$ cat config.mk
export PLATFORM = sky130hd
export DESIGN_NAME = calendar_time_to_rtc_registers_unit
export DESIGN_NICKNAME = d
export VERILOG_FILES = /design/src/rtl/core/ctrr_pkg.sv /design/src/rtl/core/ctrr_bcd2.sv /design/src/rtl/core/calendar_time_to_rtc_registers_unit.sv
export SDC_FILE = /design/constraint.sdc
export NUM_CORES = 1
export LEC_CHECK = 0
export ABC_AREA = 1
export BUFFER_PORTS_ARGS = -buffer_cell sky130_fd_sc_hd__buf_2
export CAP_MARGIN = 5
export CORE_MARGIN = 4
export CORE_UTILIZATION = 37
export DETAILED_ROUTE_END_ITERATION = 7
export HOLD_SLACK_MARGIN = 0.08
export SLEW_MARGIN = 20
export SYNTH_ARGS = -nofsm -noshare
export SYNTH_HDL_FRONTEND = slang
export SYNTH_SLANG_ARGS = --single-unit
$ cat constraint.sdc
create_clock -name i_clk -period 9 [get_ports i_clk]
set_input_delay 0.9 -clock i_clk [delete_from_list [all_inputs] [get_ports i_clk]]
set_output_delay 0.9 -clock i_clk [all_outputs]
set_load 0.01 [all_outputs]
$ cat src/rtl/core/ctrr_pkg.sv
`timescale 1ns / 1ps
`default_nettype none
// ----------------------------------------------------------------------------
// ctrr_pkg
// Types and constants shared by the calendar time to RTC register encoder.
// ----------------------------------------------------------------------------
package ctrr_pkg;

    // one calendar time, as it enters the block
    typedef struct packed {
        logic [11:0] year;
        logic [3:0]  month;
        logic [4:0]  day;
        logic [4:0]  hours;
        logic [5:0]  minutes;
        logic [5:0]  seconds;
    } t_in_item;

    // the seven RTC register bytes, at their field widths
    typedef struct packed {
        logic [6:0] seconds_bcd;
        logic [6:0] minutes_bcd;
        logic [5:0] hours_bcd;
        logic [2:0] weekday_code;
        logic [5:0] date_bcd;
        logic [4:0] month_bcd;
        logic [7:0] year_bcd;
    } t_out_item;

    // year offset base
    localparam logic [11:0] YEAR_BASE = 12'd2000;

    // last month that counts towards the previous year in the shifted calendar
    localparam logic [3:0] MONTH_FEB = 4'd2;

    // reciprocal multipliers for constant division
    localparam logic [7:0]  DIV10_MUL_SMALL = 8'd205;    // v/10 = (v*205)>>11, v < 64
    localparam logic [12:0] DIV10_MUL_WIDE  = 13'd6554;  // v/10 = (v*6554)>>16, v < 4096
    localparam logic [12:0] DIV100_MUL      = 13'd5243;  // v/100 = (v*5243)>>19, v < 4096
    localparam logic [13:0] DIV7_MUL        = 14'd9363;  // v/7 = (v*9363)>>16, v < 8192

endpackage
`default_nettype wire

$ cat src/rtl/core/ctrr_bcd2.sv
`timescale 1ns / 1ps
`default_nettype none
// ----------------------------------------------------------------------------
// ctrr_bcd2
// Splits a value below 64 into its tens and ones decimal digits.
// ----------------------------------------------------------------------------
module ctrr_bcd2 (
    input  wire logic [5:0] i_value,
    output logic      [2:0] o_tens,
    output logic      [3:0] o_ones
);

    logic [13:0] w_prod;
    logic [5:0]  w_rem;

    // tens by reciprocal multiply, ones as the remainder
    assign w_prod = i_value * ctrr_pkg::DIV10_MUL_SMALL;
    assign o_tens = w_prod[13:11];
    assign w_rem  = i_value - (6'({o_tens, 3'b000}) + 6'({o_tens, 1'b0}));
    assign o_ones = w_rem[3:0];

endmodule
`default_nettype wire

$ cat src/rtl/core/calendar_time_to_rtc_registers_unit.sv
`timescale 1ns / 1ps
`default_nettype none
// ----------------------------------------------------------------------------
// calendar_time_to_rtc_registers_unit
// Encodes a calendar time into seven RTC register bytes in packed BCD (the year
// byte only for years 2000 to 2099), including the Gregorian day of week (Sunday is 1).
// ----------------------------------------------------------------------------
//  channel  | valid        | stall        | payload
//  ---------+--------------+--------------+---------------------------
//  input    | i_in_valid   | o_in_stall   | i_in_item  (t_in_item)
//  output   | o_out_valid  | i_out_stall  | o_out_item (t_out_item)
//
//  Five register stages; one transfer per cycle sustained while the output is not stalled.
//  The stages are set by the multiplier chain: divide by 100 and 10, then
//  the weekday sum, then divide by 7, then the remainder.
//  Reset clears the stage valid bits only.
//  Each stage holds while the one after it is full and held; a bubble is
//  filled even while the output is stalled.
// ----------------------------------------------------------------------------
module calendar_time_to_rtc_registers_unit (
    input  wire logic                 i_clk,
    input  wire logic                 i_rst_n,
    input  wire logic                 i_in_valid,
    output logic                      o_in_stall,
    input  wire ctrr_pkg::t_in_item   i_in_item,
    output logic                      o_out_valid,
    input  wire logic                 i_out_stall,
    output ctrr_pkg::t_out_item       o_out_item
);

    // stage valid bits and load enables
    logic r_v1, r_v2, r_v3, r_v4, r_v5;
    logic w_rdy1, w_rdy2, w_rdy3, w_rdy4, w_rdy5;

    assign w_rdy5     = !r_v5 || !i_out_stall;
    assign w_rdy4     = !r_v4 || w_rdy5;
    assign w_rdy3     = !r_v3 || w_rdy4;
    assign w_rdy2     = !r_v2 || w_rdy3;
    assign w_rdy1     = !r_v1 || w_rdy2;
    assign o_in_stall = !w_rdy1;

    always_ff @(posedge i_clk) begin
        if (!i_rst_n) begin
            r_v1 <= 1'b0;
            r_v2 <= 1'b0;
            r_v3 <= 1'b0;
            r_v4 <= 1'b0;
            r_v5 <= 1'b0;
        end else begin
            if (w_rdy1) r_v1 <= i_in_valid;
            if (w_rdy2) r_v2 <= r_v1;
            if (w_rdy3) r_v3 <= r_v2;
            if (w_rdy4) r_v4 <= r_v3;
            if (w_rdy5) r_v5 <= r_v4;
        end
    end

    // ------------------------------------------------------------------
    // stage 1: small BCD fields, shifted month term, shifted year
    // ------------------------------------------------------------------
    logic [2:0] w_sec_t, w_min_t, w_hr_t, w_day_t, w_mon_t;
    logic [3:0] w_sec_o, w_min_o, w_hr_o, w_day_o, w_mon_o;
    logic       w_early;
    logic [5:0] w_mterm;
    ctrr_pkg::t_out_item w_o1;

    ctrr_bcd2 u_bcd_sec (.i_value(i_in_item.seconds),      .o_tens(w_sec_t), .o_ones(w_sec_o));
    ctrr_bcd2 u_bcd_min (.i_value(i_in_item.minutes),      .o_tens(w_min_t), .o_ones(w_min_o));
    ctrr_bcd2 u_bcd_hr  (.i_value({1'b0, i_in_item.hours}), .o_tens(w_hr_t), .o_ones(w_hr_o));
    ctrr_bcd2 u_bcd_day (.i_value({1'b0, i_in_item.day}),   .o_tens(w_day_t), .o_ones(w_day_o));
    ctrr_bcd2 u_bcd_mon (.i_value({2'b00, i_in_item.month}), .o_tens(w_mon_t), .o_ones(w_mon_o));

    always_comb begin
        w_o1              = '0;
        w_o1.seconds_bcd  = {w_sec_t, w_sec_o};
        w_o1.minutes_bcd  = {w_min_t, w_min_o};
        w_o1.hours_bcd    = {w_hr_t[1:0], w_hr_o};
        w_o1.date_bcd     = {w_day_t[1:0], w_day_o};
        w_o1.month_bcd    = {w_mon_t[0], w_mon_o};
    end

    assign w_early = (i_in_item.month <= ctrr_pkg::MONTH_FEB);

    // (13*m - 1)/5 for the March-based month
    always_comb begin
        case (i_in_item.month)
            4'd0:    w_mterm = 6'd25;
            4'd1:    w_mterm = 6'd28;
            4'd2:    w_mterm = 6'd31;
            4'd3:    w_mterm = 6'd2;
            4'd4:    w_mterm = 6'd5;
            4'd5:    w_mterm = 6'd7;
            4'd6:    w_mterm = 6'd10;
            4'd7:    w_mterm = 6'd12;
            4'd8:    w_mterm = 6'd15;
            4'd9:    w_mterm = 6'd18;
            4'd10:   w_mterm = 6'd20;
            4'd11:   w_mterm = 6'd23;
            4'd12:   w_mterm = 6'd25;
            4'd13:   w_mterm = 6'd28;
            4'd14:   w_mterm = 6'd31;
            4'd15:   w_mterm = 6'd33;
            default: w_mterm = 6'd0;
        endcase
    end

    ctrr_pkg::t_out_item r_s1_o;
    logic [4:0]  r_s1_day;
    logic [5:0]  r_s1_mterm;
    logic [11:0] r_s1_yy;
    logic        r_s1_yneg;
    logic        r_s1_ylow;
    logic [11:0] r_s1_yd;

    always_ff @(posedge i_clk) begin
        if (w_rdy1) begin
            r_s1_o     <= w_o1;
            r_s1_day   <= i_in_item.day;
            r_s1_mterm <= w_mterm;
            r_s1_yy    <= i_in_item.year - {11'd0, w_early};
            r_s1_yneg  <= w_early && (i_in_item.year == 12'd0);
            r_s1_ylow  <= (i_in_item.year < ctrr_pkg::YEAR_BASE);
            r_s1_yd    <= i_in_item.year - ctrr_pkg::YEAR_BASE;
        end
    end

    // ------------------------------------------------------------------
    // stage 2: year / 100 and year offset / 10
    // ------------------------------------------------------------------
    logic [24:0] w_p100;
    logic [24:0] w_p10;

    assign w_p100 = r_s1_yy * ctrr_pkg::DIV100_MUL;
    assign w_p10  = r_s1_yd * ctrr_pkg::DIV10_MUL_WIDE;

    ctrr_pkg::t_out_item r_s2_o;
    logic [4:0]  r_s2_day;
    logic [5:0]  r_s2_mterm;
    logic [11:0] r_s2_yy;
    logic        r_s2_yneg;
    logic        r_s2_ylow;
    logic [11:0] r_s2_yd;
    logic [5:0]  r_s2_q100;
    logic [7:0]  r_s2_q10;

    always_ff @(posedge i_clk) begin
        if (w_rdy2) begin
            r_s2_o     <= r_s1_o;
            r_s2_day   <= r_s1_day;
            r_s2_mterm <= r_s1_mterm;
            r_s2_yy    <= r_s1_yy;
            r_s2_yneg  <= r_s1_yneg;
            r_s2_ylow  <= r_s1_ylow;
            r_s2_yd    <= r_s1_yd;
            r_s2_q100  <= w_p100[24:19];
            r_s2_q10   <= w_p10[23:16];
        end
    end

    // ------------------------------------------------------------------
    // stage 3: weekday sum and year byte
    // ------------------------------------------------------------------
    logic [11:0] w_yrem;
    logic [12:0] w_sum;
    ctrr_pkg::t_out_item w_o3;

    assign w_yrem = r_s2_yd - (12'({r_s2_q10, 3'b000}) + 12'({r_s2_q10, 1'b0}));

    always_comb begin
        w_o3 = r_s2_o;
        // below the base year the byte is the plain two's complement offset
        w_o3.year_bcd = r_s2_ylow ? r_s2_yd[7:0] : {r_s2_q10[3:0], w_yrem[3:0]};
    end

    // shifted year of -1 divides to zero in every term
    always_comb begin
        if (r_s2_yneg) begin
            w_sum = 13'(r_s2_day) + 13'(r_s2_mterm) - 13'd1;
        end else begin
            w_sum = 13'(r_s2_day) + 13'(r_s2_mterm) + 13'(r_s2_yy) + 13'(r_s2_yy[11:2])
                  - 13'(r_s2_q100) + 13'(r_s2_q100[5:2]);
        end
    end

    ctrr_pkg::t_out_item r_s3_o;
    logic [12:0] r_s3_sum;

    always_ff @(posedge i_clk) begin
        if (w_rdy3) begin
            r_s3_o   <= w_o3;
            r_s3_sum <= w_sum;
        end
    end

    // ------------------------------------------------------------------
    // stage 4: sum / 7
    // ------------------------------------------------------------------
    logic [26:0] w_p7;

    assign w_p7 = r_s3_sum * ctrr_pkg::DIV7_MUL;

    ctrr_pkg::t_out_item r_s4_o;
    logic [12:0] r_s4_sum;
    logic [9:0]  r_s4_q7;

    always_ff @(posedge i_clk) begin
        if (w_rdy4) begin
            r_s4_o   <= r_s3_o;
            r_s4_sum <= r_s3_sum;
            r_s4_q7  <= w_p7[25:16];
        end
    end

    // ------------------------------------------------------------------
    // stage 5: remainder mod 7, weekday code, output register
    // ------------------------------------------------------------------
    logic [12:0] w_r7;
    ctrr_pkg::t_out_item w_o5;

    assign w_r7 = r_s4_sum - (13'({r_s4_q7, 3'b000}) - 13'(r_s4_q7));

    always_comb begin
        w_o5 = r_s4_o;
        w_o5.weekday_code = w_r7[2:0] + 3'd1;
    end

    ctrr_pkg::t_out_item r_s5_o;

    always_ff @(posedge i_clk) begin
        if (w_rdy5) begin
            r_s5_o <= w_o5;
        end
    end

    assign o_out_valid = r_v5;
    assign o_out_item  = r_s5_o;

endmodule
`default_nettype wire

Word level (Yosys, flattened, before mapping) --
Memories as Yosys holds them, arrays and structs flattened. A register that Yosys moved wholly into a read port is not among the register bits. Cells that the tools add are included.
Word-level totals: ROM bits 96, register bits 280, memories kept 1
Memory list:
- (no name shown) | words 16, width 6, rd ports 1, clocked after Yosys merged registers in 1, wr ports 0, line calendar_time_to_rtc_registers_unit.sv:86 | case (i_in_item.month)
Operators by class: add/subtract/negate cells 23, muxes and demuxes 2, $lt $le $gt $ge 2, multipliers 8, reduce and logical (&&, ||, !) cells 14
Operators with widths (count):
- multiplier 6 x 8 -> 14 bit (second input constant) | 2
- multiplier 5 x 8 -> 13 bit (second input constant) | 2
- multiplier 12 x 13 -> 25 bit (second input constant) | 1
- subtractor 4 bit | 6
- multiplier 12 x 12 -> 19 bit (second input constant) | 1
- multiplier 13 x 14 -> 19 bit (second input constant) | 1
- adder 4 bit | 4
- adder 13 x 10 -> 13 bit | 1
- adder 13 x 4 -> 13 bit | 1
- adder 7 x 12 -> 13 bit | 1
- 2-to-1 mux 13 bit | 1
- subtractor 13 x 1 -> 13 bit (second input constant) | 1
- subtractor 13 x 6 -> 13 bit | 1
- logical NOT 12 bit | 1
- < comparator 12 x 11 -> 1 bit (second input constant) | 1
- multiplier 4 x 8 -> 12 bit (second input constant) | 1
- subtractor 12 x 1 -> 12 bit | 1
- subtractor 12 x 11 -> 12 bit (second input constant) | 1
- adder 4 x 3 -> 4 bit | 2
- 2-to-1 mux 8 bit | 1
- adder 5 x 6 -> 7 bit | 1
- logical NOT 1 bit | 7
- logical OR 1 bit | 5
- less-or-equal comparator 4 x 2 -> 1 bit (second input constant) | 1
- other kinds (4) | 4

Depth between registers and ports, before layout --
depth in word-level cells 7, depth in mapped cells 25

Hierarchy --
From an unflattened synthesis, not the netlist that was laid out.
Unflattened totals: cell total of the unflattened synthesis 2221, area, all modules 22705.5 µm²
By module, submodules not included:
- calendar_time_to_rtc_registers_unit | area an instance 18280.0 µm², times used 1, cells each 1601, sequential area each 8538.2 µm²
- ctrr_bcd2 at u_bcd_min ... | area an instance 900.9 µm², times used 2, cells each 128, sequential area each 0.0 µm²
- ctrr_bcd2 at u_bcd_hr | area an instance 883.3 µm², times used 1, cells each 121, sequential area each 0.0 µm²
- ctrr_bcd2 at u_bcd_day | area an instance 874.6 µm², times used 1, cells each 124, sequential area each 0.0 µm²
- ctrr_bcd2 at u_bcd_sec | area an instance 865.8 µm², times used 1, cells each 119, sequential area each 0.0 µm²

Least setup slack after synthesis --
No wires, ideal clock.
path type input -> register, start point input port i_out_stall, end point register r_s1_day[0] (enable), setup time 422 ps, path slack 1153 ps, data arrival time 7424 ps, stages 9, buffers on the path 0, cell sequence nand2_1 > nor2_1 > inv_1 > nor2_1 > inv_1 > nor2_1 > inv_1 > nor2_1 > inv_1
On the way: cells in the longest elaborated chain, start to end 6
RTL lines:
- start, declared | line calendar_time_to_rtc_registers_unit.sv:27 | input wire logic i_out_stall,
- logical NOT 1 bit | line calendar_time_to_rtc_registers_unit.sv:35 | assign w_rdy5 = !r_v5 || !i_out_stall;
- logical OR 1 bit | line calendar_time_to_rtc_registers_unit.sv:35
- logical OR 1 bit | line calendar_time_to_rtc_registers_unit.sv:36 | assign w_rdy4 = !r_v4 || w_rdy5;
- named net w_rdy4 | line calendar_time_to_rtc_registers_unit.sv:33 | logic w_rdy1, w_rdy2, w_rdy3, w_rdy4, w_rdy5;
- logical OR 1 bit | line calendar_time_to_rtc_registers_unit.sv:37 | assign w_rdy3 = !r_v3 || w_rdy4;
- named net w_rdy3 | line calendar_time_to_rtc_registers_unit.sv:33
- logical OR 1 bit | line calendar_time_to_rtc_registers_unit.sv:38 | assign w_rdy2 = !r_v2 || w_rdy3;
- named net w_rdy2 | line calendar_time_to_rtc_registers_unit.sv:33
- logical OR 1 bit | line calendar_time_to_rtc_registers_unit.sv:39 | assign w_rdy1 = !r_v1 || w_rdy2;
- end signal, assigned | line calendar_time_to_rtc_registers_unit.sv:118 | r_s1_day <= i_in_item.day;
- end, declared | line calendar_time_to_rtc_registers_unit.sv:108 | logic [4:0] r_s1_day;
The timed path passes the listed nets, and every way through them passes these cells. A chain may end at the register's enable or synchronous reset.

Worst setup path in the final report --
start point register r_s1_yy[9], end point register r_s2_q100[5] (data pin)
On the way: cells in the longest elaborated chain, start to end 1
RTL lines:
- start, declared | line calendar_time_to_rtc_registers_unit.sv:110 | logic [11:0] r_s1_yy;
- start signal, assigned | line calendar_time_to_rtc_registers_unit.sv:120 | r_s1_yy <= i_in_item.year - {11'd0, w_early};
- multiplier 12 x 13 -> 25 bit | line calendar_time_to_rtc_registers_unit.sv:133 | assign w_p100 = r_s1_yy * ctrr_pkg::DIV100_MUL;
- named net w_p100[24] | line calendar_time_to_rtc_registers_unit.sv:130 | logic [24:0] w_p100;
- end signal, assigned | line calendar_time_to_rtc_registers_unit.sv:155 | r_s2_q100 <= w_p100[24:19];
- end, declared | line calendar_time_to_rtc_registers_unit.sv:143 | logic [5:0] r_s2_q100;
The timed path passes the listed nets, and every way through them passes these cells.

==> impl_results.md <==
- Layout cell share with drive strength beyond 1: 8.32%
- Clock latency on the worst-skew pair: approximately 540 ps
- Critical path capture point type: flop
- Largest net degree at the start of global routing: 69
- Fmax: about 0.21 GHz
- Final setup margin: 4280 ps
- DR WL/cell: 14.3 um
- PortBufs: 85
- Nets: ~2,600
- Critical register-to-register path startpoint: r_s1_yy[9]$_DFFE_PN_
- Synth Register Bits: 286
- GRT Util Overall: roughly 14%
- WHS: 413 ps
- Crit path largest cell delay: 640 ps
- GRT Residual Overflow: 0
- Max cap viols: 0
- Final Max Tran Viols: 0
- CTS Buffer Depth: 3
- First-iteration detailed-routing DRC count: approximately 500
- Slew @ Worst Pin: 962 ps
- RSZ-0062 raised after global routing: false
- TritonCTS clock tree: built
- Status: finished clean
- Die Y: 248 um
- Worst path arrival time: 5010 ps
- Routed wire length: just over 40,000 um
- Post-CTS setup buffers: 0
- Period utilization: 52.4%
- Post-synth top area cell: edfxtp_1
- CTS sink cnt: around 290
- I/O pin cnt: 86
- Maximum fanout along the worst path: 7
- Post-Syn Instances: a little under 2,000
- R2R Path End: r_s2_q100[5]$_DFFE_PP_
- Share of the synthesized area in the top cell type: just under 40%
- Top-count cell post-synth: inv_1
- Worst-path clk slew: 60 ps
- Syn_nets: 2,498
- Register area share after synthesis: 40.1%
- Die area: 61,400 um2
- Root buffer cell: clkbuf_16
- EDFF count, synth: 281
- Die W: ~250 um
- Cell family with most CP delay: adder cells
- RD Place Congestion: roughly 0.84
- Min cycle time layout: around 4700 ps
- Post-Syn Area: between 20,000 and 25,000 um2
- Layout Skew: 18.8 ps
- Initial core utilization: a little under two fifths
- Slowest cell on the critical path: fa_1
- Commonest cells post-synth: 446 x inv_1, 373 x ha_1, 281 x edfxtp_1, 243 x nand2_1, 140 x fa_1
- Syn avg cell area: around 11 um2
- First-pass GRT wire length: 69,400 um
- Asr flop ratio synth: 0%
- CP Cell Sequence: fa_1 > xor2_1 > ha_1 > fa_1 > fa_1 > inv_1 > fa_1 > inv_1 > ha_1 > nand2_1 > inv_1 > a21boi_0 > a21boi_0 > nor2_1 > nand2_1 > nand2_1 > nand2_1
- Buffers & Inverters on Critical Path: 3
- Warnings from Yosys: 0
- Crit path kind: flop to flop
- Residual DRC count: 0
- Synth top area cells: edfxtp_1 40%, ha_1 22%, fa_1 13%
- Worst R2R Path Depth: 17
- Flop2flop setup slack: 4280 ps
- Resize count post-CTS: 0
- Antenna violations before repair: 4
- Synthesis-to-layout area growth: 12.1%
- CP startpoint: r_s1_yy[9]$_DFFE_PN_
- DRT antenna net count: 0
- Worst setup endpoint: r_s2_q100[5]$_DFFE_PP_
- Slew HR: about 36%
- Rows: 87
- Number of global-route vias before repair: around 14,000
- CTS buffer count: 34
- First-pass detailed-route iteration total: 5
- Post-DP HPWL: 32,300 um
- H-tree depth: 2
- Crit. path cell count: 17
- Setup TNS: 0 ps
- Setup WS pre-CTS: ~4300 ps
- Hold_buf cts: 0
- Hold Violations, Final: 0
- Most used DFF post-synth: edfxtp_1
- Synth cell types: 46
- Hold crit path type: flop to flop
- Via count: 13,100
- Critical Path Source Type: flop
- WP data required: 9300 ps
- Core footprint: 56,700 um2
- Final setup violation count: 0
- Vias/cell: 4.61
-- layout make-up --
class,instances,area [um2]
Clock inverter,23,272
Fill cell,5308,32900
Multi-Input combinational cell,1205,11000
Sequential cell,286,8540
Timing Repair Buffer,90,463
Inverter,448,1680
Clock buffer,39,901
Tap cell,756,946
Antenna cell,4,10.0
-- how the worst min path moves through the flow --
| stage | to | cells after the start | startpoint |
|---|---|---|---|
| CTS | r_s3_o[36]$_DFFE_PP_ | 0 | r_s2_o[36]$_DFFE_PP_ |
| global route | r_s2_o[41]$_DFFE_PP_ | 0 | r_s1_o[41]$_DFFE_PN_ |
| detailed placement | o_out_item[33]$_DFFE_PP_ | 0 | r_s4_o[33]$_DFFE_PP_ |
| floorplan | o_out_item[0]$_DFFE_PP_ | 0 | r_s4_o[0]$_DFFE_PP_ |
| finish | o_out_item[12]$_DFFE_PP_ | 0 | r_s4_o[12]$_DFFE_PP_ |
| global placement | r_s2_o[32]$_DFFE_PP_ | 0 | r_s1_o[32]$_DFFE_PN_ |
-- cells in the final DEF (no fill, tap or decap), types with 9 or more instances in the layout --
cell / count
o21bai_1: 9
inv_1: 442
clkbuf_16: 35
fa_1: 140
ha_1: 373
nand3_1: 57
edfxtp_1: 281
nor2_1: 79
o21ai_0: 45
xor2_1: 42
a21oi_1: 81
nand4_1: 21
or2_2: 12
nor3_1: 14
buf_2: 85
nand2_1: 242
xnor2_1: 27
-- per-stage QoR --
| stage | instances | instance area (um2) | util [%] |
|---|---|---|---|
| after floorplan | 1943 | 21300 | - |
| after global placement | 2785 | 22700 | 40.0 |
| after detailed placement | 2785 | 22700 | 40.0 |
| after CTS | 2847 | 23900 | 42.1 |
| after global routing | 2849 | 23900 | 42.1 |
| final | 2851 | 23900 | 42.1 |
-- state kept, by name, indices dropped and copies added (netlist names), 6 cells and up --
name / count
r_s2_q100: 6
r_s1_yy: 12
o_out_item: 42
r_s3_o: 39
r_s2_mterm: 6
r_s1_mterm: 6
r_s2_yy: 12
r_s3_sum: 13
r_s1_yd: 12
r_s2_yd: 8
r_s2_o: 31
r_s4_o: 39
r_s1_o: 31
-- kinds of logic (layout without fill, tap and decap cells) --
family	after synthesis	after routing	share of synthesized area, %
adder cells (fa/ha/maj)	513	513	35.1
XOR/XNOR	71	71	3.04
other	0	4	0
AND/OR/NAND/NOR	450	450	9.16
flip-flops	286	286	40.1
buffers and inverters	452	600	7.99
AO/OA/AOI/OAI	171	171	4.60
-- routing by layer --
layer / part of all wire [%] / up-vias / global-route usage (%)
li1: - / 6669 / -
met4: 2.9 / 0 / 4.02
met1: 45 / 6247 / 17.7
met5: 0 / - / 0
met2: 48 / 154 / 24.3
met3: 4.1 / 64 / 3.07
Power is left out: the tool's default activity adds up to more than one toggle a clock period on the data nets, which glitch-free logic cannot reach.
